===== src/hw/rtl/mtr_pkg.sv =====
// Shared types and constants for the Manchester edge-timing receiver.
`default_nettype none

package mtr_pkg;

	localparam int unsigned TIMEOUT_RESET = 32'd120000;
	localparam int unsigned END_ZERO_RUN  = 16;
	localparam int unsigned ZRUN_W        = 5;

	localparam logic [0:0] REG_TIMEOUT = 1'b0;

	typedef enum logic [2:0] {
		PH_RISE0  = 3'd0,
		PH_FALL1  = 3'd1,
		PH_RISE2  = 3'd2,
		PH_FALL3  = 3'd3,
		PH_RISE4  = 3'd4,
		PH_LOCKED = 3'd5
	} mtr_phase_t;

	typedef struct packed {
		logic       byte_valid;
		logic [7:0] data_byte;
		logic       frame_end;
		logic [9:0] frame_bits;
		logic       overflow;
	} mtr_result_t;

endpackage

`default_nettype wire


===== src/hw/rtl/mtr_core.sv =====
// Preamble lock, bit window check and byte assembly for one edge per cycle while step is high.
`default_nettype none

module mtr_core
	import mtr_pkg::*;
#(
	parameter int unsigned MAX_FRAME_BYTES = 64
) (
	input  wire logic        clk,
	input  wire logic        arst_n,
	input  wire logic        step,
	input  wire logic        level,
	input  wire logic [31:0] edge_time,
	input  wire logic [31:0] timeout_ticks,
	output mtr_result_t      res,
	output logic             res_valid
);

	localparam int unsigned CAP    = MAX_FRAME_BYTES * 8;
	localparam int unsigned CAP_CL = $clog2(CAP + 1);
	localparam int unsigned CAP_W  = (CAP_CL > 10) ? CAP_CL : 10;

	mtr_phase_t        phase_q, phase_d;
	logic [31:0]       last_q, last_d;
	logic [31:0]       prior_q, prior_d;
	logic [31:0]       period_q, period_d;
	logic [7:0]        shift_q, shift_d;
	logic [2:0]        pos_q, pos_d;
	logic [ZRUN_W-1:0] zrun_q, zrun_d;
	logic [CAP_W-1:0]  total_q, total_d;
	logic              ovf_q, ovf_d;

	logic [31:0]       gap;
	logic              match;
	logic              timed_out;
	logic [32:0]       avg_sum;
	logic [32:0]       diff;
	logic [31:0]       mag;
	logic [33:0]       mag3;
	logic              in_win;
	logic [ZRUN_W-1:0] zrun_inc;
	logic              ended;

	assign gap       = edge_time - last_q;
	assign match     = (level != phase_q[0]);
	assign timed_out = (gap > timeout_ticks);
	assign avg_sum   = {1'b0, prior_q} + {1'b0, gap};

	// |gap - period| <= floor(period / 3)  <=>  3 * |gap - period| <= period
	assign diff   = {1'b0, gap} - {1'b0, period_q};
	assign mag    = diff[32] ? 32'(-diff) : diff[31:0];
	assign mag3   = {2'b00, mag} + {1'b0, mag, 1'b0};
	assign in_win = (mag3 <= {2'b00, period_q});

	assign zrun_inc = level ? '0 :
		((zrun_q < ZRUN_W'(END_ZERO_RUN)) ? ZRUN_W'(zrun_q + 1'b1) : zrun_q);
	assign ended    = (zrun_inc >= ZRUN_W'(END_ZERO_RUN));

	always_comb begin
		phase_d = phase_q;
		if (step) begin
			case (phase_q)
				PH_LOCKED: begin
					if (in_win && ended)
						phase_d = PH_RISE0;
				end
				PH_RISE0: begin
					if (match)
						phase_d = PH_FALL1;
				end
				default: begin
					if (match)
						phase_d = timed_out ? PH_RISE0 : mtr_phase_t'(3'(phase_q + 3'd1));
				end
			endcase
		end
	end

	always_comb begin
		logic got;
		got       = 1'b0;
		last_d    = last_q;
		prior_d   = prior_q;
		period_d  = period_q;
		shift_d   = shift_q;
		pos_d     = pos_q;
		zrun_d    = zrun_q;
		total_d   = total_q;
		ovf_d     = ovf_q;
		res       = '0;
		res_valid = 1'b0;
		if (step) begin
			if (phase_q != PH_LOCKED) begin
				if (match) begin
					last_d = edge_time;
					if (phase_q == PH_FALL3)
						prior_d = gap;
					if (phase_q == PH_RISE4)
						period_d = avg_sum[32:1];
				end
			end else if (in_win) begin
				last_d = edge_time;
				if (total_q < CAP_W'(CAP)) begin
					total_d = CAP_W'(total_q + 1'b1);
					shift_d = {shift_q[6:0], level};
					pos_d   = 3'(pos_q + 3'd1);
					got     = (pos_q == 3'd7);
				end else begin
					ovf_d = 1'b1;
				end
				zrun_d         = zrun_inc;
				res.byte_valid = got;
				res.data_byte  = got ? shift_d : 8'd0;
				res.frame_end  = ended;
				res.frame_bits = total_d[9:0];
				res.overflow   = ovf_d;
				res_valid      = got | ended;
				if (ended) begin
					shift_d = '0;
					pos_d   = '0;
					zrun_d  = '0;
					total_d = '0;
					ovf_d   = 1'b0;
				end
			end
		end
	end

	always_ff @(posedge clk or negedge arst_n) begin
		if (!arst_n) begin
			phase_q  <= PH_RISE0;
			last_q   <= '0;
			prior_q  <= '0;
			period_q <= '0;
			shift_q  <= '0;
			pos_q    <= '0;
			zrun_q   <= '0;
			total_q  <= '0;
			ovf_q    <= 1'b0;
		end else begin
			phase_q  <= phase_d;
			last_q   <= last_d;
			prior_q  <= prior_d;
			period_q <= period_d;
			shift_q  <= shift_d;
			pos_q    <= pos_d;
			zrun_q   <= zrun_d;
			total_q  <= total_d;
			ovf_q    <= ovf_d;
		end
	end

endmodule

`default_nettype wire


===== src/hw/rtl/manchester_edge_timing_receiver.sv =====
// An edge beat is registered at the input; its result is registered again for the master side.
// Throughput: one edge beat per cycle while the master side keeps taking results.
// The receive state updates as an edge leaves the input register, when the result register loads.
// Reset: asynchronous, active low; clears lock, period, frame state and sets the timeout
// register to 120000 ticks.
// Edges that cause no result still pass through the input register.
`default_nettype none

module manchester_edge_timing_receiver
	import mtr_pkg::*;
#(
	parameter int unsigned MAX_FRAME_BYTES = 64
) (
	input  wire logic        clk,
	input  wire logic        arst_n,
	// tdata: [0] level, [32:1] edge_time, [39:33] zero
	input  wire logic        s_axis_tvalid,
	output logic             s_axis_tready,
	input  wire logic [39:0] s_axis_tdata,
	// tdata: [7:0] data_byte, [17:8] frame_bits, [18] overflow, [23:19] zero
	output logic             m_axis_tvalid,
	input  wire logic        m_axis_tready,
	output logic [23:0]      m_axis_tdata,
	// tuser: [0] byte_valid
	output logic             m_axis_tuser,
	// tlast: frame_end
	output logic             m_axis_tlast,
	input  wire logic        psel,
	input  wire logic        penable,
	input  wire logic        pwrite,
	input  wire logic [2:0]  paddr,
	input  wire logic [31:0] pwdata,
	output logic [31:0]      prdata,
	output logic             pready
);

	logic        vld_s1;
	logic        lvl_s1;
	logic [31:0] time_s1;
	logic        go;
	logic        out_vld_q;
	mtr_result_t res_q;
	mtr_result_t res;
	logic        res_valid;
	logic [31:0] timeout_q;
	logic        reg_hit;

	assign go            = vld_s1 & (~out_vld_q | m_axis_tready);
	assign s_axis_tready = ~vld_s1 | go;

	always_ff @(posedge clk or negedge arst_n) begin
		if (!arst_n) begin
			vld_s1 <= 1'b0;
		end else if (s_axis_tvalid && s_axis_tready) begin
			vld_s1 <= 1'b1;
		end else if (go) begin
			vld_s1 <= 1'b0;
		end
	end

	always_ff @(posedge clk) begin
		if (s_axis_tvalid && s_axis_tready) begin
			lvl_s1  <= s_axis_tdata[0];
			time_s1 <= s_axis_tdata[32:1];
		end
	end

	mtr_core #(
		.MAX_FRAME_BYTES(MAX_FRAME_BYTES)
	) u_core (
		.clk          (clk),
		.arst_n       (arst_n),
		.step         (go),
		.level        (lvl_s1),
		.edge_time    (time_s1),
		.timeout_ticks(timeout_q),
		.res          (res),
		.res_valid    (res_valid)
	);

	always_ff @(posedge clk or negedge arst_n) begin
		if (!arst_n) begin
			out_vld_q <= 1'b0;
		end else if (go && res_valid) begin
			out_vld_q <= 1'b1;
		end else if (m_axis_tready) begin
			out_vld_q <= 1'b0;
		end
	end

	always_ff @(posedge clk) begin
		if (go && res_valid)
			res_q <= res;
	end

	assign m_axis_tvalid = out_vld_q;
	assign m_axis_tdata  = {5'd0, res_q.overflow, res_q.frame_bits, res_q.data_byte};
	assign m_axis_tuser  = res_q.byte_valid;
	assign m_axis_tlast  = res_q.frame_end;

	assign pready  = 1'b1;
	assign reg_hit = (paddr[2] == REG_TIMEOUT) && (paddr[1:0] == 2'b00);

	always_ff @(posedge clk or negedge arst_n) begin
		if (!arst_n) begin
			timeout_q <= TIMEOUT_RESET;
		end else if (psel && penable && pwrite && pready && paddr[2] == REG_TIMEOUT) begin
			timeout_q <= pwdata;
		end
	end

	assign prdata = reg_hit ? timeout_q : 32'd0;

endmodule

`default_nettype wire


===== config.mk =====
export PLATFORM = sky130hd
export DESIGN_NAME = manchester_edge_timing_receiver
export DESIGN_NICKNAME = d
export VERILOG_FILES = /design/src/hw/rtl/mtr_pkg.sv /design/src/hw/rtl/mtr_core.sv /design/src/hw/rtl/manchester_edge_timing_receiver.sv
export SDC_FILE = /design/constraint.sdc
export NUM_CORES = 1
export LEC_CHECK = 0
export ABC_AREA = 0
export ABC_CLOCK_PERIOD_IN_PS = 35300
export BUFFER_PORTS_ARGS = -buffer_cell sky130_fd_sc_hd__buf_2
export CORE_UTILIZATION = 40
export DETAILED_ROUTE_END_ITERATION = 10
export PLACE_DENSITY_LB_ADDON = 0.3
export SYNTH_ARGS = -nofsm -noshare
export SYNTH_HDL_FRONTEND = slang
export SYNTH_HIERARCHICAL = 1
export SYNTH_SLANG_ARGS = --single-unit

===== constraint.sdc =====
create_clock -name clk -period 35.3 [get_ports clk]
set_input_delay 3.53 -clock clk [delete_from_list [all_inputs] [get_ports clk]]
set_output_delay 3.53 -clock clk [all_outputs]
set_load 0.02 [all_outputs]

### Word level (Yosys, flattened, before mapping)

Cells that the tools add are included.

* register bits: 214
* input port bits: 82

* add/subtract/negate cells: 9
* $lt $le $gt $ge: 5
* equality and inequality tests: 9
* muxes and demuxes: 32
* bitwise operators: 11
* reductions and logical operators: 22

Operators by type and width (count)
* $mux 32: 5
* $add 32x33->34: 1
* $le 34x32->1: 1
* $add 32x32->33: 1
* $sub 32x32->33: 1
* $gt 32x32->1: 1
* $neg 32->32: 1
* $sub 32x32->32: 1
* $mux 10: 2
* $mux 3: 6
* $mux 8: 2
* $reduce_and 4->1: 4
* $mux 5: 3
* $mux 1: 13
* $add 10x1->10 const B: 1
* $lt 10x10->1 const B: 1
* $reduce_bool 2->1: 5
* $eq 3x3->1 const B: 3
* $logic_and 1x1->1: 7
* $not 1->1: 7
* $add 3x1->3 const B: 2
* $ne 2x1->1 const B: 3
* $pmux 3 s2: 1
* $reduce_and 3->1: 2
* other kinds (12): 14

### Longest topological paths before layout

Gate-level depths: netlist (run 1).

* depth after elaboration: 15
* gate-level depth with buffers: 63
* mapped depth without buffers: 60

### Hierarchy

Netlist (run 1), hierarchy kept.

Modules (own cells, without submodules)
* mtr_core: times used 1, cells an instance 1672, area each 13646.8 um^2, seq. area each 3128.0 um^2
* manchester_edge_timing_receiver: times used 1, cells an instance 176, area each 3331.9 um^2, seq. area each 2481.1 um^2

### Worst setup path before layout (run 1)

Ideal clock, no wire load.

* path kind: flip-flop to flip-flop
* start point: reg time_s1[0]
* end point: reg res_q, in the netlist m_axis_tdata[0], enable pin
* library setup time: 0.401 ns
* arrival time: 11.779 ns
* data required time: 34.899 ns
* path slack: 23.120 ns
* stages on the path, launching flop included: 62
* buffers on the path: 3
* cell sequence: edfxtp_1 inv_1 ha_1 inv_1 fa_1 a21o_1 a21oi_1 o21ai_0 a211oi_1 o311a_1 or4_1 a31oi_1 a211oi_1 nor3b_1 o21a_1 o21ai_0 nand2b_1 a21oi_1 [... 26 more ...] xnor2_1 ha_1 a21o_1 a21oi_1 nor2b_1 o21ai_0 nand2b_1 a221o_1 a21oi_1 and2_1 nand2_1 or4b_1 and2_4 buf_6 buf_4 a21oi_1 nand2_1 nor2b_1

* longest elaborated chain between the ends: 10

Ends and longest elaborated chain
* from (decl): RTL line manchester_edge_timing_receiver.sv:39 `logic [31:0] time_s1;`
* from (signal assigned): RTL line manchester_edge_timing_receiver.sv:64 `time_s1 <= s_axis_tdata[32:1];`
* $sub 32x32->32 (*): RTL line mtr_core.sv:44 `assign gap = edge_time - last_q;`
* via u_core.gap[26]: RTL line mtr_core.sv:33 `logic [31:0] gap;`
* $sub 32x32->33 (*): RTL line mtr_core.sv:50 `assign diff = {1'b0, gap} - {1'b0, period_q};`
* $neg 32->32: RTL line mtr_core.sv:51 `assign mag = diff[32] ? 32'(-diff) : diff[31:0];`
* $mux 32 (*): RTL line mtr_core.sv:51
* $add 32x33->34 (*): RTL line mtr_core.sv:52 `assign mag3 = {2'b00, mag} + {1'b0, mag, 1'b0};`
* $le 34x32->1 (*): RTL line mtr_core.sv:53 `assign in_win = (mag3 <= {2'b00, period_q});`
* $mux 1 (*): RTL line mtr_core.sv:101 `end else if (in_win) begin`
* $mux 1 (*): RTL line mtr_core.sv:93 `if (phase_q != PH_LOCKED) begin`
* $mux 1 (*): RTL line mtr_core.sv:92 `if (step) begin`
* via res_valid: RTL line manchester_edge_timing_receiver.sv:44 `logic res_valid;`
* $logic_and 1x1->1 (*): RTL line manchester_edge_timing_receiver.sv:92 `if (go && res_valid)`
* to (signal assigned): RTL line manchester_edge_timing_receiver.sv:93 `res_q <= res;`
* to (decl): RTL line manchester_edge_timing_receiver.sv:42 `mtr_result_t res_q;`

The timed path passes the listed nets; every way through them passes the cells marked *.
A chain may end at the register's enable or synchronous reset.

### Worst setup path in the final report (run 1)

* start point: reg time_s1[1]
* end point: reg res_q, in the netlist m_axis_tdata[16], enable pin

Same word-level chain as after synthesis.

==> impl_results.md, run 1 <==
- Status: complete, no violations
- Grt total ovfl: 0
- Residual DRC count: 0
- Vias in the first global route: roughly 13000
- Final wirelength: between 30 and 40 mm
- Post CTS Setup Buffer Count: 0
- Gpl congestion: 0.927
- Worst Hold Class: flop to flop
- # H-tree levels: 1
- IO Port Bufs: 129
- Area Growth Syn to Fin: 11.1%
- Worst-path maximum fanout: 29
- Maxcap violations: 0
- Die Span Y: around 210 microns
- Cts hold-fix bufs: 0
- IO Count: between 100 and 150
- HPWL Detailed: between 20 and 30 mm
- Largest cells by area after synthesis: dfrtp_1, ha_1, edfxtp_1
- Final setup vio count: 0
- Layout cells sized above 1: 0.143
- TNS Setup: 0 ns
- PostCTS Resize Cnt: 0
- Number of diodes: 0
- Initial antenna violation count: 0
- Vias per cell: 5.34
- CTS Root Cell: clkbuf_16
- Via count: around 13000
- Worst path max stage delay: just under 0.8 ns
- Crit path DAT: approximately 14 ns
- Antenna Violating Nets Remaining: 0
- DRT iter0 DRCs: about 630
- Min Clock Period, post-route: ~14 ns
- Critical path launch point type: flop
- Seq/Total Area, Yosys: 0.330
- Worst-path clk slew: 0.06 ns
- Synth cell types: 90
- Period utilization: 0.404
- CTS sink count: around 210
- Hold Crit Depth: 2
- Fmax: roughly 0.070 GHz
- NumNets Final: 2251
- Average routed wire per standard cell: between 10 and 15 microns
- Mean post-synth cell area: 9.19 sq um
- Starting Density: 0.405
- Post-synth EDFFs: between 50 and 60
- Final hold vios: 0
- Die Wd: 208 microns
- Yosys top cell area share: 0.224
- Area of the core: roughly 0.042 sq mm
- Worst Reg-to-Reg Cells: 54
- Ys Warns: 6
- Max Slew Vio Count: 0
- Drt pass-1 iters: 6
- Least-Margin Pin Slew: ~1.1 ns
- Worst endpoint required time: between 30 and 40 ns
- CP dominant cell by count: a21oi_1
- Post-Syn Instances: between 1500 and 2000
- Relative slew slack: 0.264
- FF+latch count, synth: approximately 210
- DIE AREA: approximately 0.043 sq mm
- Largest area contributor in the netlist: dfrtp_1
- CP max stage cell: nor2b_2
- Gr usage total: 0.174
- Crit. End Element: flop
- Async set-reset flop share out of synthesis: 0.746
- Post-synth top flop: dfrtp_1
- Largest net degree at the start of global routing: 95
- TritonCTS buffer count: 24
- RSZ-0062 raised after global routing: false
- First-pass GRT wire length: ~64 mm
- Core Rows: 75
- Worst Skew: 0.0186 ns
- CTS tree: built
- Worst skew pair latency: around 0.52 ns
- CTS max path bufs: 3
- Synthesized area: 0.0170 sq mm
- Worst setup path category: flop to flop
state kept, by name, indices dropped and copies added, names as in the netlist, 3 cells and up:
signal	count
timeout_q	32
u_core/zrun_q	5
u_core/prior_q	32
u_core/shift_q	7
u_core/last_q	32
u_core/phase_q	3
time_s1	32
u_core/total_q	10
m_axis_tdata	19
u_core/period_q	32
u_core/pos_q	3
worst max-delay path, delay by kind of cell, from the launching register on:
family | cells | cell delay (ns)
flops | 1 | 0.44
simple gates | 22 | 4.57
compound gates | 24 | 6.49
xor+xnor | 3 | 0.90
fa+ha+maj | 4 | 1.18
buf+inv | 1 | 0.26
placed cells by master, fill, tap and decap left out, types with 44 or more instances in the layout:
| master | Yosys | final |
|---|---|---|
| xor2_1 | 50 | 50 |
| nor2_1 | 120 | 120 |
| dfrtp_1 | 152 | 152 |
| ha_1 | 199 | 199 |
| edfxtp_1 | 54 | 54 |
| a21o_1 | 47 | 47 |
| xnor2_1 | 87 | 87 |
| and2_1 | 54 | 54 |
| buf_2 | 3 | 128 |
| nand2_1 | 144 | 144 |
| o21ai_0 | 115 | 115 |
| inv_1 | 145 | 145 |
| nor3_1 | 44 | 44 |
| a21oi_1 | 128 | 128 |
cell usage after synthesis, types with 9 or more instances:
master and n:
ha_1 199, dfrtp_1 152, inv_1 145, nand2_1 144
a21oi_1 128, nor2_1 120, o21ai_0 115, xnor2_1 87
and2_1 54, edfxtp_1 54, xor2_1 50, a21o_1 47
nor3_1 44, mux2_2 39, nand2b_1 34, clkbuf_1 32
mux2_4 30, nand4_1 26, o21ai_1 23, nand3_1 22
nor2b_1 22, and3_1 19, o21a_1 19, a31oi_1 18
o21bai_1 16, o31ai_1 15, a211oi_1 14, o211ai_1 12
or2_2 9
through the flow:
stage | worst slack (ns) | utilization | hold WS [ns] | area [sq um] | instances
finish | 21.02 | 0.450 | 0.479 | 18900 | 2522
global route | 20.03 | 0.450 | 0.493 | 18900 | 2522
CTS | 21.04 | 0.450 | 0.483 | 18900 | 2522
detailed placement | 21.08 | 0.432 | 0.468 | 18100 | 2479
global placement | 21.26 | 0.432 | 0.462 | 18100 | 2479
floorplan | 23.12 | - | 0.448 | 17000 | 1852
routing by layer:
metal	part of all wire	up-vias	GRT usage	routed length (microns)
met5	0	-	0	0
met4	0.020	0	0.0452	748
met3	0.035	45	0.0133	1330
met2	0.44	262	0.280	16400
met1	0.51	6297	0.253	19200
li1	-	6867	-	-
final timing paths:
path                                      from             endpoint  slack [ns]
max in group asynchronous               arst_n    u_core/total_q[7]       30.77
setup / recovery                    time_s1[1]     m_axis_tdata[16]       21.02
setup reg to reg                    time_s1[1]     m_axis_tdata[16]       21.02
hold reg to reg            u_core/period_q[20]  u_core/period_q[20]        0.48
min in group asynchronous               arst_n     u_core/last_q[4]        3.11
hold / removal             u_core/period_q[20]  u_core/period_q[20]        0.48
cell families after synthesis:
kind of cell,Yosys count,synth area share
xor+xnor,137,0.0707
buf+inv,193,0.0469
flops,213,0.330
fa+ha+maj,203,0.151
other cells,2,0.000442
compound gates,493,0.187
simple gates,536,0.160
mux,71,0.0536
final cells by class:
type                            count  area [sq um]
Clock buffer                       33           666
Clock inverter                     10          62.6
Fill cell                        3993         23100
Inverter                          145           544
Multi-Input combinational cell   1446         10600
Sequential cell                   213          5610
Tap cell                          539           674
Timing Repair Buffer              136           704
Power of run 1 is left out: the tool's default activity adds up to more than one toggle a clock period on the data nets, which glitch-free logic cannot reach.
==> run 2, diff against run 1 <==
--- a/config.mk
+++ b/config.mk
@@ -5,8 +5,8 @@
 export SDC_FILE = /design/constraint.sdc
 export NUM_CORES = 1
 export LEC_CHECK = 0
-export ABC_AREA = 0
-export ABC_CLOCK_PERIOD_IN_PS = 35300
+export ABC_AREA = 1
+export ABC_CLOCK_PERIOD_IN_PS = 13800
 export BUFFER_PORTS_ARGS = -buffer_cell sky130_fd_sc_hd__buf_2
 export CORE_UTILIZATION = 40
 export DETAILED_ROUTE_END_ITERATION = 10
==> constraint.sdc (replaced) <==
create_clock -name clk -period 13.8 [get_ports clk]
set_input_delay 1.38 -clock clk [delete_from_list [all_inputs] [get_ports clk]]
set_output_delay 1.38 -clock clk [all_outputs]
set_load 0.02 [all_outputs]
==> run 2 against run 1 <==
Wire length rose by 22%. Flip-flop and latch count rose by 1. Die area rose by 7.0%. Fmax rose by 15%. Final area rose by 6.4%. Core utilization rose by 0.10 points. Setup slack got worse by 20 ns. Sequential share of layout area fell by 1.7 points. Global-route usage rose by 2.4 points. First-iteration DRC count rose by 12%.
==> impl_results.md, run 2 <==
- Die Span Y: approximately 220 microns
- Maxcap violations: 0
- Least-Margin Pin Slew: 1.11 ns
- Reg area: 0.00563 sq mm
- Worst setup path category: flop to flop
- Critical path depth in cells: around 60
- Average routed wire per standard cell: between 10 and 15 microns
- Crit. End Element: flop
- R2R Path Start: time_s1[0]
- IO Port Bufs: 129
- Gr usage total: 0.198
- Synth cell types: 56
- Post-synth EDFFs: between 50 and 60
- TritonCTS buffer count: 22
- Min Clock Period, post-route: ~12 ns
- Ys Warns: 6
- WP buf/inv: 11
- Worst skew pair latency: between 0.5 and 0.6 ns
- HPWL Detailed: between 30 and 40 mm
- R2R Setup Slk: ~1.4 ns
- Commonest non-fill, non-tap cells in the layout: nand2_1, inv_1, nor2_1, ha_1, nand3_1
- Fmax: 0.0808 GHz
- Post CTS Setup Buffer Count: 0
- FILL cells: 4519
- Setup WS pre-CTS: around 1.5 ns
- First-pass GRT wire length: approximately 76 mm
- Async set-reset flop share out of synthesis: 0.748
- Layout cells sized above 1: 0.109
- Largest cells by area after synthesis: dfrtp_1, nand2_1, ha_1
- Synthesized area: about 0.018 sq mm
- Area of the multi-input gates: 0.0108 sq mm
- Largest area contributor in the netlist: dfrtp_1
- CTS Root Cell: clkbuf_16
- Worst Skew: about 0.012 ns
- Via count: between 15000 and 20000
- Final hold vios: 0
- Die Wd: approximately 220 microns
- Drt pass-1 iters: 5
- Mean post-synth cell area: 7.18 sq um
- Hold Crit Depth: 2
- Seq/Total Area, Yosys: 0.310
- PostCTS Resize Cnt: 0
- Area of the core: 0.0445 sq mm
- Met3 usage: 0.0173
- Vias per cell: around 5
- Worst path max stage delay: ~0.85 ns
- Yosys top cell area share: 0.211
- RSZ-0062 raised after global routing: false
- Hold WS: 0.471 ns
- Starting Density: 0.408
- DIE AREA: roughly 0.046 sq mm
- DRT iter0 DRCs: 700
- Worst Hold Class: flop to flop
- Core Rows: 77
- Critical path launch point type: flop
- FF+latch count, synth: roughly 210
- Final wirelength: approximately 46 mm
- Post-synth top flop: dfrtp_1
- Residual DRC count: 0
- GR Util met1: 0.265
- CP Launch Point: time_s1[0]
- Area Growth Syn to Fin: 10.4%
- Antenna Violating Nets Remaining: 0
- CTS tree: built
- Most common cell after layout, fill and taps aside: nand2_1
- Gpl congestion: between 0.8 and 0.9
- Vias in the first global route: around 16000
- IO Count: ~140
- Post-Syn Instances: roughly 2500
- Largest net degree at the start of global routing: 93
- Core Util, Final: 0.451
- Worst-path maximum fanout: 52
- Grt total ovfl: 0
- CP max stage cell: nor2_2
- Initial antenna violation count: 2
- GRT Max-Usage Layer: met2
- CP dominant cell by count: nand2_1
- Worst-path clk slew: 0.06 ns
- Met2 usage: 0.345
- Hold path endpoint: u_core/last_q[21]
- NumNets Final: 2931
- TNS Setup: 0 ns
- Max Slew Vio Count: 0
- Worst Reg-to-Reg Cells: 61
- Final setup vio count: 0
- Status: complete, no violations
- CTS sink count: approximately 210
- # H-tree levels: 1
- Period utilization: 0.897
- Cts hold-fix bufs: 0
- Worst setup slack after layout: around 1.4 ns
- CTS max path bufs: 3
- Count leader, synth: nand2_1
- Worst endpoint required time: 13.93 ns
- RR Endpoint: m_axis_tdata[13]
- Hold wc startpoint: u_core/last_q[21]
- CP top delay family: compound AO/OA/AOI/OAI gates
- Relative slew slack: 0.259
- Synth cell count leaders: nand2_1, inv_1, nor2_1
- Crit path DAT: ~13 ns
## run 2: cell types whose count changed in the layout (fill, tap and decap cells not counted), sizes merged, moves of 22 or more
cell,previous run,this run
a21o,47,3
xnor2,87,44
nor3,46,16
a21oi,129,153
nand2b,34,0
and2,55,2
mux2,69,0
nand2,145,766
inv,146,368
xor2,50,81
nand3,23,175
nor2,122,215
nor2b,22,0
## run 2: worst max-delay path by stage
| stage | slack (ns) | end |
|---|---|---|
| floorplan | 3.52 | m_axis_tdata[0] |
| global placement | 1.76 | m_axis_tdata[3] |
| detailed placement | 1.52 | m_axis_tdata[3] |
| CTS | 1.50 | m_axis_tdata[4] |
| global route | 0.16 | m_axis_tdata[4] |
| finish | 1.42 | m_axis_tdata[13] |
## run 2: logic make-up (layout without fill, tap and decap cells)
group           count (synthesis)  in the layout  share of synthesized area
xor+xnor                      125            125                     0.0615
buf+inv                       421            547                     0.0945
mux                             8              8                    0.00441
other cells                     2              9                   0.000413
compound gates                335            335                      0.104
simple gates                 1224           1224                      0.284
flops                         214            214                      0.310
fa+ha+maj                     203            203                      0.141
## run 2: layout make-up
cell class / count / area share
Antenna cell: 3 / 0.000374
Clock buffer: 26 / 0.0302
Clock inverter: 14 / 0.00599
Inverter: 370 / 0.0695
Multi-Input combinational cell: 1901 / 0.541
Sequential cell: 214 / 0.281
Tap cell: 592 / 0.0369
Timing Repair Buffer: 137 / 0.0355
## run 2: metal layers
layer / share of wire / vias up
met5: 0 / -
met4: 0.017 / 0
met3: 0.032 / 56
met2: 0.47 / 244
met1: 0.48 / 7447
li1: - / 8411
## run 2: stage by stage
stage	area, sq um	instances
floorplan	18200	2536
global placement	19300	3214
detailed placement	19300	3214
CTS	20100	3254
global route	20100	3255
finish	20100	3257
## run 2: worst reg2reg max path, delay by kind of cell, from the launching register on
family	cells	cell delay, ns
AO/OA/AOI/OAI	23	4.97
XOR/XNOR	2	0.59
adder cells (fa/ha/maj)	6	1.96
buffers and inverters	11	1.12
flip-flops	1	0.35
AND/OR/NAND/NOR	19	2.99
Power of run 2 is left out for the same reason.
==> run 3, diff against run 2 <==
--- a/config.mk
+++ b/config.mk
@@ -7,7 +7,7 @@
 export LEC_CHECK = 0
 export ABC_AREA = 1
 export ABC_CLOCK_PERIOD_IN_PS = 13800
-export BUFFER_PORTS_ARGS = -buffer_cell sky130_fd_sc_hd__buf_2
+export BUFFER_PORTS_ARGS = -buffer_cell sky130_fd_sc_hd__clkbuf_2
 export CORE_UTILIZATION = 40
 export DETAILED_ROUTE_END_ITERATION = 10
 export PLACE_DENSITY_LB_ADDON = 0.3
==> run 3 against run 2 <==
Critical path depth up 6. Clock skew increased by 0.0066 ns. Core utilization about the same. Final cell count barely moved. Flip-flop and latch count unchanged. Register-to-register slack improved by 0.05 ns. Fmax increased by 0.42%. Worst hold slack got worse by 0.0014 ns. Critical path type unchanged. Sequential share of layout area about the same. Clock-buffer cell count increased by 2.
==> impl_results.md, run 3 (synthesis gave the netlist of run 2 again) <==
- Status: complete, no violations
- First-pass GRT wire length: 75.5 mm
- PostCTS Resize Cnt: 0
- Commonest non-fill, non-tap cells in the layout: nand2_1, inv_1, nor2_1, ha_1, nand3_1
- Crit. End Element: flop
- TNS Setup: 0 ns
- Via count: approximately 16000
- R2R Setup Slk: around 1.5 ns
- Most common cell after layout, fill and taps aside: nand2_1
- Critical path launch point type: flop
- CTS max path bufs: 3
- Number of diodes: 0
- Worst Hold Class: flop to flop
- # H-tree levels: 1
- Area of the core: 0.0445 sq mm
- Hold wc startpoint: u_core/last_q[15]
- Initial antenna violation count: 0
- Layout cells sized above 1: 0.107
- Core Rows: 77
- Worst-path maximum fanout: between 50 and 60
- CP top delay family: compound AO/OA/AOI/OAI gates
- TritonCTS buffer count: 22
- Fmax: slightly above 0.08 GHz
- Worst setup path category: flop to flop
- Final wirelength: roughly 45 mm
- Fin area: 0.0201 sq mm
- Die Span Y: 215 microns
- Worst endpoint required time: between 10 and 15 ns
- CP dominant cell by count: nand2_1
- Worst-path clk slew: about 0.070 ns
- WP buf/inv: 13
- Worst Skew: between 0.015 and 0.02 ns
- Placed cell areas: between 0.015 and 0.02 sq mm
- Worst Reg-to-Reg Cells: 67
- Post CTS Setup Buffer Count: 0
- FILL cells: ~4500
- Gr usage total: 0.196
- Area Growth Syn to Fin: 10.5%
- RR Endpoint: m_axis_tdata[1]
- Cts hold-fix bufs: 0
- Worst path max stage delay: ~0.86 ns
- CP max stage cell: nor2_2
- Setup WS pre-CTS: roughly 1.5 ns
- Min Clock Period, post-route: ~12 ns
- Vias per cell: a little under 5
- R2R Path Start: time_s1[0]
- CTS tree: built
- IO Port Bufs: 129
- HPWL Detailed: ~37 mm
- Hold path endpoint: u_core/last_q[15]
- Relative slew slack: 0.255
- IO Count: ~140
- Max Slew Vio Count: 0
- Die Wd: roughly 220 microns
- Maxcap violations: 0
- Vias in the first global route: between 15000 and 20000
- Crit path DAT: around 12 ns
- CTS sink count: about 210
- Residual DRC count: 0
- Final hold vios: 0
- Largest net degree at the start of global routing: 92
- Average routed wire per standard cell: between 10 and 15 microns
- Least-Margin Pin Slew: 1.12 ns
- Starting Density: 0.408
- Grt total ovfl: 0
- NumNets Final: 2931
- Final setup vio count: 0
- Period utilization: 0.893
- Worst setup slack after layout: 1.47 ns
- RSZ-0062 raised after global routing: false
- CTS Root Cell: clkbuf_16
- Gpl congestion: between 0.9 and 1
- Drt pass-1 iters: 5
- DIE AREA: around 0.046 sq mm
- Antenna Violating Nets Remaining: 0
- Hold Crit Depth: 2
- DRT iter0 DRCs: between 800 and 900
- Worst skew pair latency: roughly 0.52 ns
==> run 3: how the worst max path moves through the flow <==
stage / startpoint / endpoint / slack (ns) / cells after the start
global route: time_s1[0] / m_axis_tdata[2] / 0.27 / 64
global placement: time_s1[0] / m_axis_tdata[3] / 1.74 / 67
detailed placement: time_s1[0] / m_axis_tdata[15] / 1.48 / 67
floorplan: time_s1[0] / m_axis_tdata[0] / 3.52 / 62
finish: time_s1[0] / m_axis_tdata[1] / 1.47 / 67
CTS: time_s1[0] / m_axis_tdata[1] / 1.45 / 67
==> run 3: area by class of cell <==
cell class / count / area, sq um / share of cell area
inverters: 370 / 1390 / 0.0694
well taps: 592 / 741 / 0.0369
clock inverters: 12 / 131 / 0.00654
clock buffers: 28 / 614 / 0.0306
flip-flops and latches: 214 / 5630 / 0.281
multi-input cells: 1901 / 10800 / 0.540
repair buffers: 137 / 712 / 0.0355
==> run 3: through the flow <==
stage,hold WS [ns],util,std cells
floorplan,0.442,-,2536
global placement,0.453,0.434,3214
CTS,0.473,0.451,3254
global route,0.493,0.451,3254
finish,0.470,0.451,3254
detailed placement,0.458,0.434,3214
==> run 3: tightest hold or removal path, cell delays in order (launching register included) <==
cell     delay [ns]
dfrtp_1        0.34
nand2_1        0.05
nand2_1        0.04
==> run 3: layer usage <==
| metal | up-vias | wire length (microns) | global-route usage | part of all wire |
|---|---|---|---|---|
| met5 | - | 0 | 0 | 0 |
| li1 | 8411 | - | - | - |
| met2 | 282 | 21400 | 0.343 | 0.47 |
| met3 | 50 | 1680 | 0.0166 | 0.037 |
| met1 | 7407 | 21500 | 0.262 | 0.47 |
| met4 | 0 | 768 | 0.0423 | 0.017 |
Power of run 3 is left out for the same reason.
